[src/sv/obt_pkg.sv]
// Shared types and constants for the order book table.
// Holds the table depth, derived widths, op and status codes, the entry layout,
// the controller state type and the controller/datapath command and status structs.
package obt_pkg;

   localparam int TABLE_DEPTH = 64;
   localparam int ADDR_W      = (TABLE_DEPTH > 1) ? $clog2(TABLE_DEPTH) : 1;
   localparam int CNT_W       = $clog2(TABLE_DEPTH + 1);
   localparam int RMV_W       = 7;
   localparam int RMV_MAX     = 127;

   typedef enum logic [2:0] {
      OP_ADD     = 3'd0,
      OP_MODIFY  = 3'd1,
      OP_CANCEL  = 3'd2,
      OP_EXECUTE = 3'd3,
      OP_PARTIAL = 3'd4
   } op_type;

   typedef enum logic [1:0] {
      ST_DONE      = 2'd0,
      ST_NOT_FOUND = 2'd1,
      ST_FULL      = 2'd2
   } status_type;

   typedef enum logic [1:0] {
      S_IDLE,
      S_SCAN,
      S_FINISH
   } state_type;

   typedef struct packed {
      logic [31:0] order_id;
      logic [31:0] quantity;
      logic [31:0] price;
   } entry_type;

   typedef struct packed {
      logic load;
      logic scan;
      logic finish;
   } dp_cmd_type;

   typedef struct packed {
      logic scan_done;
      logic out_free;
   } dp_stat_type;

endpackage

[src/sv/obt_ctrl.sv]
// Controller for the order book table.
// Sequences accept, table scan and result hand-off; depends on obt_pkg.
module obt_ctrl (
   input  logic                clock,
   input  logic                reset,
   input  logic                req_tvalid,
   input  logic [2:0]          req_op,
   input  obt_pkg::dp_stat_type stat,
   output logic                req_tready,
   output obt_pkg::dp_cmd_type cmd
);

   obt_pkg::state_type state_ff, state_in;
   logic               scan_op;

   always_comb begin
      case (obt_pkg::op_type'(req_op))
         obt_pkg::OP_MODIFY,
         obt_pkg::OP_CANCEL,
         obt_pkg::OP_EXECUTE,
         obt_pkg::OP_PARTIAL: scan_op = 1'b1;
         default:             scan_op = 1'b0;
      endcase
   end

   always_comb begin
      state_in = state_ff;
      case (state_ff)
         obt_pkg::S_IDLE: begin
            if (req_tvalid) begin
               state_in = scan_op ? obt_pkg::S_SCAN : obt_pkg::S_FINISH;
            end
         end
         obt_pkg::S_SCAN: begin
            if (stat.scan_done) begin
               state_in = obt_pkg::S_FINISH;
            end
         end
         obt_pkg::S_FINISH: begin
            if (stat.out_free) begin
               state_in = obt_pkg::S_IDLE;
            end
         end
         default: state_in = obt_pkg::S_IDLE;
      endcase
   end

   always_comb begin
      req_tready = 1'b0;
      cmd        = '0;
      case (state_ff)
         obt_pkg::S_IDLE: begin
            req_tready = 1'b1;
            cmd.load   = req_tvalid;
         end
         obt_pkg::S_SCAN:   cmd.scan   = 1'b1;
         obt_pkg::S_FINISH: cmd.finish = stat.out_free;
         default: ;
      endcase
   end

   always_ff @(posedge clock) begin
      if (reset) begin
         state_ff <= obt_pkg::S_IDLE;
      end else begin
         state_ff <= state_in;
      end
   end

   // scan completion hands over to the result step
   a_scan_to_finish: assert property (@(posedge clock) disable iff (reset)
      (state_ff == obt_pkg::S_SCAN && stat.scan_done) |=> state_ff == obt_pkg::S_FINISH)
      else $error("scan completion did not reach result step");

endmodule

[config.mk]
export PLATFORM = sky130hd
export DESIGN_NAME = obt_ctrl
export DESIGN_NICKNAME = d
export VERILOG_FILES = /design/src/sv/obt_pkg.sv /design/src/sv/obt_ctrl.sv
export SDC_FILE = /design/constraint.sdc
export NUM_CORES = 1
export LEC_CHECK = 0
export ABC_AREA = 1
export BUFFER_PORTS_ARGS = -buffer_cell sky130_fd_sc_hd__buf_2
export CAP_MARGIN = 10
export CELL_PAD_IN_SITES_DETAIL_PLACEMENT = 1
export CELL_PAD_IN_SITES_GLOBAL_PLACEMENT = 1
export CORE_AREA = 2 2 39 41
export CTS_CLUSTER_DIAMETER = 60
export DETAILED_ROUTE_END_ITERATION = 16
export DIE_AREA = 0 0 41 43
export PLACE_DENSITY = 0.44
export SETUP_SLACK_MARGIN = 0.15
export SYNTH_ARGS = -nofsm -noshare
export SYNTH_HDL_FRONTEND = slang
export SYNTH_SLANG_ARGS = --single-unit
[constraint.sdc]
create_clock -name clock -period 1.3 [get_ports clock]
set_input_delay 0.13 -clock clock [delete_from_list [all_inputs] [get_ports clock]]
set_output_delay 0.13 -clock clock [all_outputs]
set_load 0.01 [all_outputs]
## Word-level counts from Yosys, hierarchy flattened

Index checks and enable logic that the tools add are counted.

- Equal/unequal tests: 9
- Multiplexer cells: 10
- Reduce and logical (&&, ||, !) cells: 3

Operators with widths:

| cell | number |
|---|---|
| $mux W2 | 4 |
| $eq A3 B2 Y1 const B | 2 |
| $ne A2 B2 Y1 const B | 3 |
| $pmux W2 S3 | 1 |
| $mux W1 | 5 |
| $reduce_or A4 Y1 | 1 |
| $eq A3 B1 Y1 const B | 1 |
| $eq A3 B3 Y1 const B | 1 |
| $reduce_and A3 Y1 | 1 |
| $eq A2 B1 Y1 const B | 1 |
| $eq A2 B2 Y1 const B | 1 |
| $logic_not A2 Y1 | 1 |

- Register bits after elaboration: 2
- Input port bits: 8
- Logic and storage cells: 23

## Depth between registers and ports, before layout

Gate-level depths: netlist (run 1).

- Depth in word-level cells: 6
- Mapped depth: 7
- Gate-level depth less buffers: 7

## Least setup slack after synthesis (run 1)

OpenSTA, ideal clock, no wires.

- Path kind: reg2reg
- From: register state_ff[1]
- To: register state_ff[0]
- Setup time: 0.062 ns
- Arrival: 0.873 ns
- Data required time: 1.238 ns
- Setup slack: 0.366 ns
- Cell stages (with the launch flop): 8
- Buffers on the path: 0
- Clock period less this slack: 0.934 ns
- Path through: dfxtp_1 nor2_2 nand2_2 nand2_2 nor2_1 nand2_1 nand2_1 nor2_2

- Longest elaborated chain between the ends: 3
- Elaborated cells on any way between the ends: 8
- Classes of those cells: 5 x eq/ne; 1 x mux; 2 x reduce/logical

RTL lines:

| what | RTL line | text |
|---|---|---|
| from (decl) | obt_ctrl.sv:13 | `obt_pkg::state_type state_ff, state_in;` |
| from (signal assigned) | obt_ctrl.sv:64 | `state_ff <= obt_pkg::S_IDLE;` |
| from (signal assigned) | obt_ctrl.sv:66 | `state_ff <= state_in;` |
| $eq A2 B1 Y1, or another cell as far along | obt_ctrl.sv:28 | `case (state_ff)` |
| $ne A2 B2 Y1 (no source line) | -- |  |
| $reduce_and A3 Y1 (no source line) | -- |  |

Several ways; a longest one is shown, not always the timed one.
A chain may end at the register's enable or synchronous reset.

==> results of run 1 <==
-- cells in the final DEF, fill, tap and decap left out --
master	instances
sky130_fd_sc_hd__nor2_1	3
sky130_fd_sc_hd__inv_2	1
sky130_fd_sc_hd__o21ai_0	1
sky130_fd_sc_hd__nor3_2	1
sky130_fd_sc_hd__dfxtp_2	2
sky130_fd_sc_hd__buf_2	11
sky130_fd_sc_hd__nor3_1	3
sky130_fd_sc_hd__inv_1	7
sky130_fd_sc_hd__nand2_1	4
sky130_fd_sc_hd__nand2_2	2
sky130_fd_sc_hd__clkbuf_4	3
sky130_fd_sc_hd__a21oi_1	1
sky130_fd_sc_hd__o21ai_1	1
sky130_fd_sc_hd__nor2_2	2
sky130_fd_sc_hd__nand3_1	2
-- metal layers --
layer,vias to the layer above,global-route usage (%),routed length [microns]
met5,-,0,0
met4,0,2.000,0
met3,0,6.283,23
met2,4,10.31,218
met1,92,7.029,209
li1,121,-,-
-- stage by stage --
step	std cells	power [uW]	setup slack, ns	hold slack, ns
after detailed placement	57	272.5	0.3095	0.3976
final	60	409.4	0.2584	0.1540
after global placement	57	276.1	0.2887	0.3977
after global routing	60	454.5	0.1934	0.1768
after floorplan	30	211.5	0.3656	0.2913
after CTS	60	416.8	0.1814	0.1534
-- layout make-up --
class | count | area (sq um) | share of cell area, %
Timing Repair Buffer | 11 | 55.05 | 20.28
Inverter | 8 | 30.03 | 11.06
Clock buffer | 3 | 22.52 | 8.295
Sequential cell | 2 | 42.54 | 15.67
Tap cell | 16 | 20.02 | 7.373
Multi-Input combinational cell | 20 | 101.3 | 37.33
-- path summary, 6_finish.rpt --
| path | depth (start not counted) | slack (ns) | to |
|---|---|---|---|
| worst max-delay path | 3 | 0.26 | cmd[0] |
| worst min-delay path | 4 | 0.15 | state_ff[1] |
| worst max register to register | 7 | 0.37 | state_ff[0] |
| worst min register to register | 4 | 0.64 | state_ff[0] |
-- cells by family (layout without fill, tap and decap cells) --
| group | after synthesis | after routing | synth area share, % |
|---|---|---|---|
| AND/OR/NAND/NOR | 17 | 17 | 48.87 |
| buffers and inverters | 8 | 22 | 18.05 |
| AO/OA/AOI/OAI | 3 | 3 | 9.014 |
| flip-flops | 2 | 2 | 24.06 |
-- critical path: cells and delay by family, from the launching register on --
| kind | cells | cell delay, ns |
|---|---|---|
| flops | 1 | 0.35 |
| simple gates | 1 | 0.13 |
| buf+inv | 2 | 0.20 |
-- power by group --
group	internal (uW)	leakage, uW	switching (uW)	total [uW]
Sequential	80.6	0.0000172	23.8	104
Clock	102	0.0000138	33.1	135
Combinational	70.7	0.000126	99.4	170
==> run summary, run 1 <==
Via count - 217
Type of the worst setup path - flop to output pin
Maximum number of pins on one net before global-route repair - 7
Final Instance Area - 271.5 sq um
Wire length per cell after detailed routing - 7.517 microns
Final critical path time including I/O delays and setup - 1.042 ns
Global-route wire length before repair - 807 microns
Detailed-placement wirelength estimate - 376.2 microns
Total Die Area - 1763 sq um
Post-synthesis average cell area - 5.547 sq um
Setup bufs post-CTS - 0
Total negative slack for setup checks - 0 ns
Number of failing hold endpoints at the final stage - 0
CP max stage delay - 0.35 ns
H-tree levels - 1
Count of buffers inserted at the top-level ports - 11
Start point of the critical path - state_ff[1]
Hold buffer count at cts - 0
Cell at the slowest stage of the critical path - sky130_fd_sc_hd__dfxtp_2
Part of the Yosys area used for sequential elements - 24.06%
Starting Density - 12.03%
Headroom to the max-slew limit - 85.06%
Post-synth top area share - 24.06%
DRC errors left - 0
R2R Path Start - state_ff[1]
Main flop type after synthesis - sky130_fd_sc_hd__dfxtp_1
Unrepaired setup endpoints after global routing - false
Initial antenna violation count - 0
Biggest area consumer among synthesized cells - sky130_fd_sc_hd__dfxtp_1
Height of the die - 43 microns
Final cell utilization of the core - 19.62%
First drt pass iteration count - 2
Ports placed on the boundary - 12
Pin slew with the least headroom to its limit - 0.2224 ns
Critical Path, Cell by Cell - inv_2, nor3_2, buf_2
Number of enable-type register cells in the synthesized netlist - 0
GRT Overall Usage - 7.014%
Filler Cells Inserted - 186
Clock tree from TritonCTS - done
Critical Path Source Type - flop
Standard cell core area - 1384 sq um
Site Rows - 14
Post-layout nets - 54
Netlist Area Pre-Place - 166.4 sq um
Leading post-synthesis cells by instance count - sky130_fd_sc_hd__inv_1, sky130_fd_sc_hd__nand2_1, sky130_fd_sc_hd__nor3_1
Synth Register Bits - 2
Highest clock frequency the design can meet - 0.9601 GHz
Hold wc startpoint - reset
Synthesis-to-finish area growth - 63.16%
Routed Antenna Nets - 0
Maximum ir drop on the vdd rail - 0.6905 mV
Critical Path Sink Type - output pin
Resize count post-CTS - 1
Leakage power total - 0.0001566 uW
Cell types with the largest area share after synthesis - sky130_fd_sc_hd__dfxtp_1, sky130_fd_sc_hd__inv_1, sky130_fd_sc_hd__nor3_1
Number of DRC markers in iteration 0 - 3
# clock sinks - 2
Ant. Diodes - 0
Power density normalized to cell area - 1508 nW/um^2
Total routed wirelength - 451 microns
Worst clock skew on the final layout - 0.001339 ns
Number of flip-flops under the largest register name - 2
Count of maximum capacitance violations - 0
Total of endpoints with negative setup slack in the final report - 0
CTS root buf - sky130_fd_sc_hd__clkbuf_4
Biggest registers after layout - state_ff x2
Placer's final routability congestion estimate - 0.6311
CTS Buf Count - 3
Total of warnings raised by yosys - 0
Post-Place Cell Area - 241.5 sq um
Run status - finished clean
Required time at the endpoint of the critical path - 1.17 ns
Arrival time worst endpoint - 0.91 ns
Die Span X - 41 microns
Number of global-route vias before repair - 221
Distinct cell type count after synthesis - 12
Post-DR vias/cell - 3.617
Share of the cycle needed by the critical path after routing - 80.12%
Ratio of cells with drive above 1 in the final layout - 50.00%
Syn_nets - 38
Maximum clock insertion buffer count - 2
Number of instances in the synthesized netlist - 30
Ys async rst share - 0%
Final count of pins violating max slew - 0
Worst min-delay path class - input pin to flop
Worst-path clk slew - 0.03 ns
Highest fanout seen on the critical path - 4
Top-count cell post-synth - sky130_fd_sc_hd__inv_1
Worst skew pair latency - 0.22 ns
Register ranked first by flip-flop count - state_ff
Congestion Overflow GR - 0
Note: power is estimated with default switching activity, not from simulation.
==> run 2: changes to the inputs <==
--- a/config.mk
+++ b/config.mk
@@ -14,7 +14,7 @@
 export CTS_CLUSTER_DIAMETER = 60
 export DETAILED_ROUTE_END_ITERATION = 16
 export DIE_AREA = 0 0 41 43
-export PLACE_DENSITY = 0.44
+export PLACE_DENSITY = 0.45
 export SETUP_SLACK_MARGIN = 0.15
 export SYNTH_ARGS = -nofsm -noshare
 export SYNTH_HDL_FRONTEND = slang
==> constraint.sdc (replaced) <==
create_clock -name clock -period 0.9 [get_ports clock]
set_input_delay 0.09 -clock clock [delete_from_list [all_inputs] [get_ports clock]]
set_output_delay 0.09 -clock clock [all_outputs]
set_load 0.01 [all_outputs]
==> run 2 against run 1 <==
  * The flow now finishes with violations (negative setup slack)
  * Sequential share of layout area down 1.4 points
  * Non-clock buffer count up 3
  * Flip-flop and latch count unchanged
  * Die area unchanged
  * Power up 77%
  * Worst hold slack worse by 0.045 ns
  * Setup slack worse by 0.34 ns
==> run summary, run 2 (synthesis results as in run 1) <==
Run status - finished, violations left
Failing checks - negative setup slack
Congestion Overflow GR - 0
H-tree levels - 1
CTS root buf - sky130_fd_sc_hd__clkbuf_4
Final Worst Setup Slack - -0.07799 ns
R2R cell count - 7
DRC errors left - 0
Ratio of cells with drive above 1 in the final layout - 61.70%
Worst reg2reg endpoint - state_ff[0]
Maximum number of pins on one net before global-route repair - 7
R2R Path Start - state_ff[1]
Global-route wire length before repair - 848 microns
# clock sinks - 2
GRT Overall Usage - 7.916%
Height of the die - 43 microns
Worst min-delay path class - input pin to flop
Die Span X - 41 microns
Instance count after placement with tap cells included - 58
Starting Density - 12.03%
First drt pass iteration count - 1
Ant. Diodes - 0
Power density normalized to cell area - 2175 nW/um^2
Final cell utilization of the core - 24.14%
Capture endpoint of the worst hold path - state_ff[0]
Routed Antenna Nets - 0
Worst-path clk slew - 0.03 ns
Placer's final routability congestion estimate - 0.5648
Maximum clock insertion buffer count - 2
Total routed wirelength - 550 microns
Pin slew with the least headroom to its limit - 0.1976 ns
Worst-case register-to-register setup slack - -0.04 ns
Share of the cycle needed by the critical path after routing - 108.7%
Clock tree from TritonCTS - done
Final count of pins violating max slew - 0
Detailed-placement wirelength estimate - 403.9 microns
Initial antenna violation count - 0
Number of global-route vias before repair - 211
Count of maximum capacitance violations - 0
Critical Path Sink Type - output pin
Maximum ir drop on the vdd rail - 0.7771 mV
Post-DR vias/cell - 3.810
Count of buffers inserted at the top-level ports - 11
Ports placed on the boundary - 12
Number of DRC markers in iteration 0 - 0
Commonest non-fill, non-tap cells in the layout - sky130_fd_sc_hd__buf_2, sky130_fd_sc_hd__inv_1, sky130_fd_sc_hd__nand2_1
Worst skew pair latency - 0.23 ns
Total Die Area - 1763 sq um
Number of flip-flops under the largest register name - 2
Hold buffer count at cts - 0
Tightest hold margin - 0.1091 ns
Worst hold path depth - 4
Worst clock skew on the final layout - 0.002646 ns
Biggest registers after layout - state_ff x2
Unrepaired setup endpoints after global routing - true
Total of endpoints with negative setup slack in the final report - 6
Worst slack, placed - -0.06684 ns
Final critical path time including I/O delays and setup - 0.9780 ns
Arrival time worst endpoint - 0.89 ns
Critical Path Source Type - flop
Number of cells in the finished layout apart from fillers - 63
Leakage power total - 0.0001812 uW
Post-layout nets - 57
CTS Buf Count - 3
Wire length per cell after detailed routing - 8.730 microns
Most common cell after layout, fill and taps aside - sky130_fd_sc_hd__buf_2
Highest fanout seen on the critical path - 6
Hold wc startpoint - reset
Synthesis-to-finish area growth - 100.8%
Site Rows - 14
Via count - 240
Number of failing hold endpoints at the final stage - 0
Required time at the endpoint of the critical path - 0.81 ns
Register ranked first by flip-flop count - state_ff
Standard cell core area - 1384 sq um
Headroom to the max-slew limit - 86.75%
Type of the worst setup path - flop to output pin
Highest clock frequency the design can meet - 1.023 GHz
run 2: area by class of cell:
class                   instances  area [sq um]
clock buffers                   3         22.52
fillers                       194          1050
well taps                      16         20.02
repair buffers                 14         91.34
multi-input cells              20         120.1
inverters                       8         32.53
flip-flops and latches          2         47.55
run 2: power breakdown:
part / switching [uW] / total (uW) / internal (uW) / leakage (uW)
Combinational: 168 / 349 / 180 / 0.000150
Clock: 55.6 / 203 / 147 / 0.0000138
Sequential: 52.3 / 175 / 122 / 0.0000178
Total: 276 / 727 / 450 / 0.000181
run 2: worst max-delay path: stages (launching register included):
cell,delay [ns]
sky130_fd_sc_hd__dfxtp_4,0.36
sky130_fd_sc_hd__nor3_2,0.16
sky130_fd_sc_hd__buf_2,0.14
run 2: what timing repair did:
item,CTS,global route
gates cloned,0,0
buffers inserted,2,0
pin swaps,3,1
resized for setup,10,1
endpoints found under the setup margin,6,6
endpoints found under the hold margin,0,0
run 2: how the worst max path moves through the flow:
stage	startpoint	end	slack, ns
3_5_place_dp	state_ff[1]	state_ff[0]	-0.07
6_report	state_ff[0]	cmd[0]	-0.08
3_3_place_gp	state_ff[1]	state_ff[0]	-0.09
5_1_grt	state_ff[0]	state_ff[0]	-0.14
2_1_floorplan	state_ff[1]	state_ff[0]	0.03
4_1_cts	state_ff[0]	cmd[0]	-0.09
run 2: layer usage:
layer | share of wire [%] | global-route usage [%]
met1 | 41 | 8.626
met2 | 50 | 9.688
met3 | 9.3 | 9.424
met4 | 0 | 2.000
met5 | 0 | 0
run 2: stage by stage:
stage	total power [uW]	setup TNS, ns	area, sq um
5_1_grt	799.6	-0.7058	334.1
3_5_place_dp	428.3	-0.06684	256.5
2_1_floorplan	324.2	0	173.9
3_3_place_gp	429.2	-0.08792	256.5
4_1_cts	740.7	-0.3765	329.1
6_report	726.6	-0.2889	334.1
==> run 3: changes to the inputs <==
--- a/config.mk
+++ b/config.mk
@@ -16,6 +16,7 @@
 export DIE_AREA = 0 0 41 43
 export PLACE_DENSITY = 0.45
 export SETUP_SLACK_MARGIN = 0.15
+export SKIP_CTS_REPAIR_TIMING = 1
 export SYNTH_ARGS = -nofsm -noshare
 export SYNTH_HDL_FRONTEND = slang
 export SYNTH_SLANG_ARGS = --single-unit
==> run 3 against run 2 <==
  * The flow still finishes with violations (negative setup slack)
  * Clock power about the same
  * Global-route usage did not move
  * Clock skew down 0.00057 ns
  * Flip-flop and latch count unchanged
  * Sequential power increased by 4%
  * Count of clock-buffer cells in the layout did not move
  * Utilization fell by 0.090 points
  * Design area fell by 0.37%
  * Non-clock buffer count decreased by 1
  * Setup slack worse by 0.0076 ns
  * Die area stayed put
  * Critical path type unchanged
  * Critical endpoint unchanged
==> run summary, run 3 (synthesis results as in run 1) <==
Critical Path Source Type - flop
Ports placed on the boundary - 12
First drt pass iteration count - 1
CTS Buf Count - 3
Standard cell core area - 1384 sq um
R2R Path Start - state_ff[0]
Number of flip-flops under the largest register name - 2
DRC errors left - 0
Register ranked first by flip-flop count - state_ff
Instance count after placement with tap cells included - 58
Total of endpoints with negative setup slack in the final report - 5
Maximum clock insertion buffer count - 2
# clock sinks - 2
Hold wc startpoint - reset
Critical Path Sink Type - output pin
GRT Overall Usage - 7.916%
Start point of the critical path - state_ff[0]
Footprint of the flip-flops and latches - 47.55 sq um
Post-layout nets - 56
Count of buffers inserted at the top-level ports - 11
Share of the cycle needed by the critical path after routing - 109.5%
Worst skew pair latency - 0.23 ns
Filler Cells Inserted - 191
Synthesis-to-finish area growth - 100.0%
Ant. Diodes - 0
Run status - finished, violations left
Worst clock skew on the final layout - 0.002071 ns
Total routed wirelength - 587 microns
Final critical path time including I/O delays and setup - 0.9856 ns
Type of the worst setup path - flop to output pin
Total Die Area - 1763 sq um
Number of DRC markers in iteration 0 - 0
Height of the die - 43 microns
Headroom to the max-slew limit - 83.63%
Biggest registers after layout - state_ff x2
Power density normalized to cell area - 2158 nW/um^2
Unrepaired setup endpoints after global routing - true
Commonest non-fill, non-tap cells in the layout - sky130_fd_sc_hd__buf_2, sky130_fd_sc_hd__inv_1, sky130_fd_sc_hd__nor3_2
Maximum ir drop on the vdd rail - 0.6320 mV
Global-route wire length before repair - 855 microns
CTS root buf - sky130_fd_sc_hd__clkbuf_4
Final Worst Setup Slack - -0.08561 ns
H-tree levels - 1
Pin slew with the least headroom to its limit - 0.2442 ns
Leakage power total - 0.0001752 uW
Maximum number of pins on one net before global-route repair - 7
Wire length per cell after detailed routing - 9.468 microns
Most common cell after layout, fill and taps aside - sky130_fd_sc_hd__buf_2
Via count - 234
Starting Density - 12.03%
Detailed-placement wirelength estimate - 403.9 microns
Failing checks - negative setup slack
Site Rows - 14
Highest fanout seen on the critical path - 6
Die Span X - 41 microns
Routed Antenna Nets - 0
Congestion Overflow GR - 0
Multi-input logic area - 137.6 sq um
Number of failing hold endpoints at the final stage - 0
Number of cells in the finished layout apart from fillers - 62
Ratio of cells with drive above 1 in the final layout - 71.74%
Post-DR vias/cell - 3.774
Count of maximum capacitance violations - 0
Final count of pins violating max slew - 0
Worst-path clk slew - 0.03 ns
Required time at the endpoint of the critical path - 0.81 ns
Worst min-delay path class - input pin to flop
Initial antenna violation count - 0
Number of global-route vias before repair - 214
Tightest hold margin - 0.1202 ns
Arrival time worst endpoint - 0.90 ns
Placer's final routability congestion estimate - 0.5648
Clock tree from TritonCTS - done
Highest clock frequency the design can meet - 1.015 GHz
-- run 3: changes by cell type in the layout (fill, tap and decap cells not counted), sizes merged --
cell | previous run | this run
buf | 14 | 13
-- run 3: final cells by class --
type	count	share of cell area, %
Inverter	8	10.53
Timing Repair Buffer	13	21.05
Clock buffer	3	6.767
Tap cell	16	6.015
Multi-Input combinational cell	20	41.35
Sequential cell	2	14.29
-- run 3: power breakdown --
| part | internal, uW | switching (uW) |
|---|---|---|
| clock network | 147 | 55.0 |
| registers | 122 | 60.0 |
| logic | 154 | 180 |
-- run 3: critical path: stages (launching register included) --
cell and delay, ns:
sky130_fd_sc_hd__dfxtp_4 0.37, sky130_fd_sc_hd__nor3_2 0.16, sky130_fd_sc_hd__buf_2 0.14
-- run 3: routing by layer --
metal  track usage (%)  up-vias  part of all wire, %
li1                  -      124                    -
met1             8.626      103                   35
met2             9.688        7                   56
met3             9.424        0                  8.7
met4             2.000        0                    0
met5                 0        -                    0
-- run 3: worst paths after layout --
| path | end | slack [ns] | cells past startpoint |
|---|---|---|---|
| max reg2reg | state_ff[0] | -0.08 | 4 |
| min reg2reg | state_ff[1] | 0.70 | 3 |
| min | state_ff[0] | 0.12 | 4 |
| max | cmd[0] | -0.09 | 2 |
-- run 3: stage by stage --
step | util [%] | setup slack, ns | power (uW) | area [sq um] | setup TNS [ns]
3_5_place_dp | 18.54 | -0.06684 | 428.3 | 256.5 | -0.06684
5_1_grt | 24.05 | -0.1575 | 794.2 | 332.8 | -0.6930
2_1_floorplan | - | 0.02559 | 324.2 | 173.9 | 0
6_report | 24.05 | -0.08561 | 718.4 | 332.8 | -0.3869
3_3_place_gp | 18.54 | -0.08792 | 429.2 | 256.5 | -0.08792
4_1_cts | 20.16 | -0.1696 | 643.9 | 279.0 | -0.5402
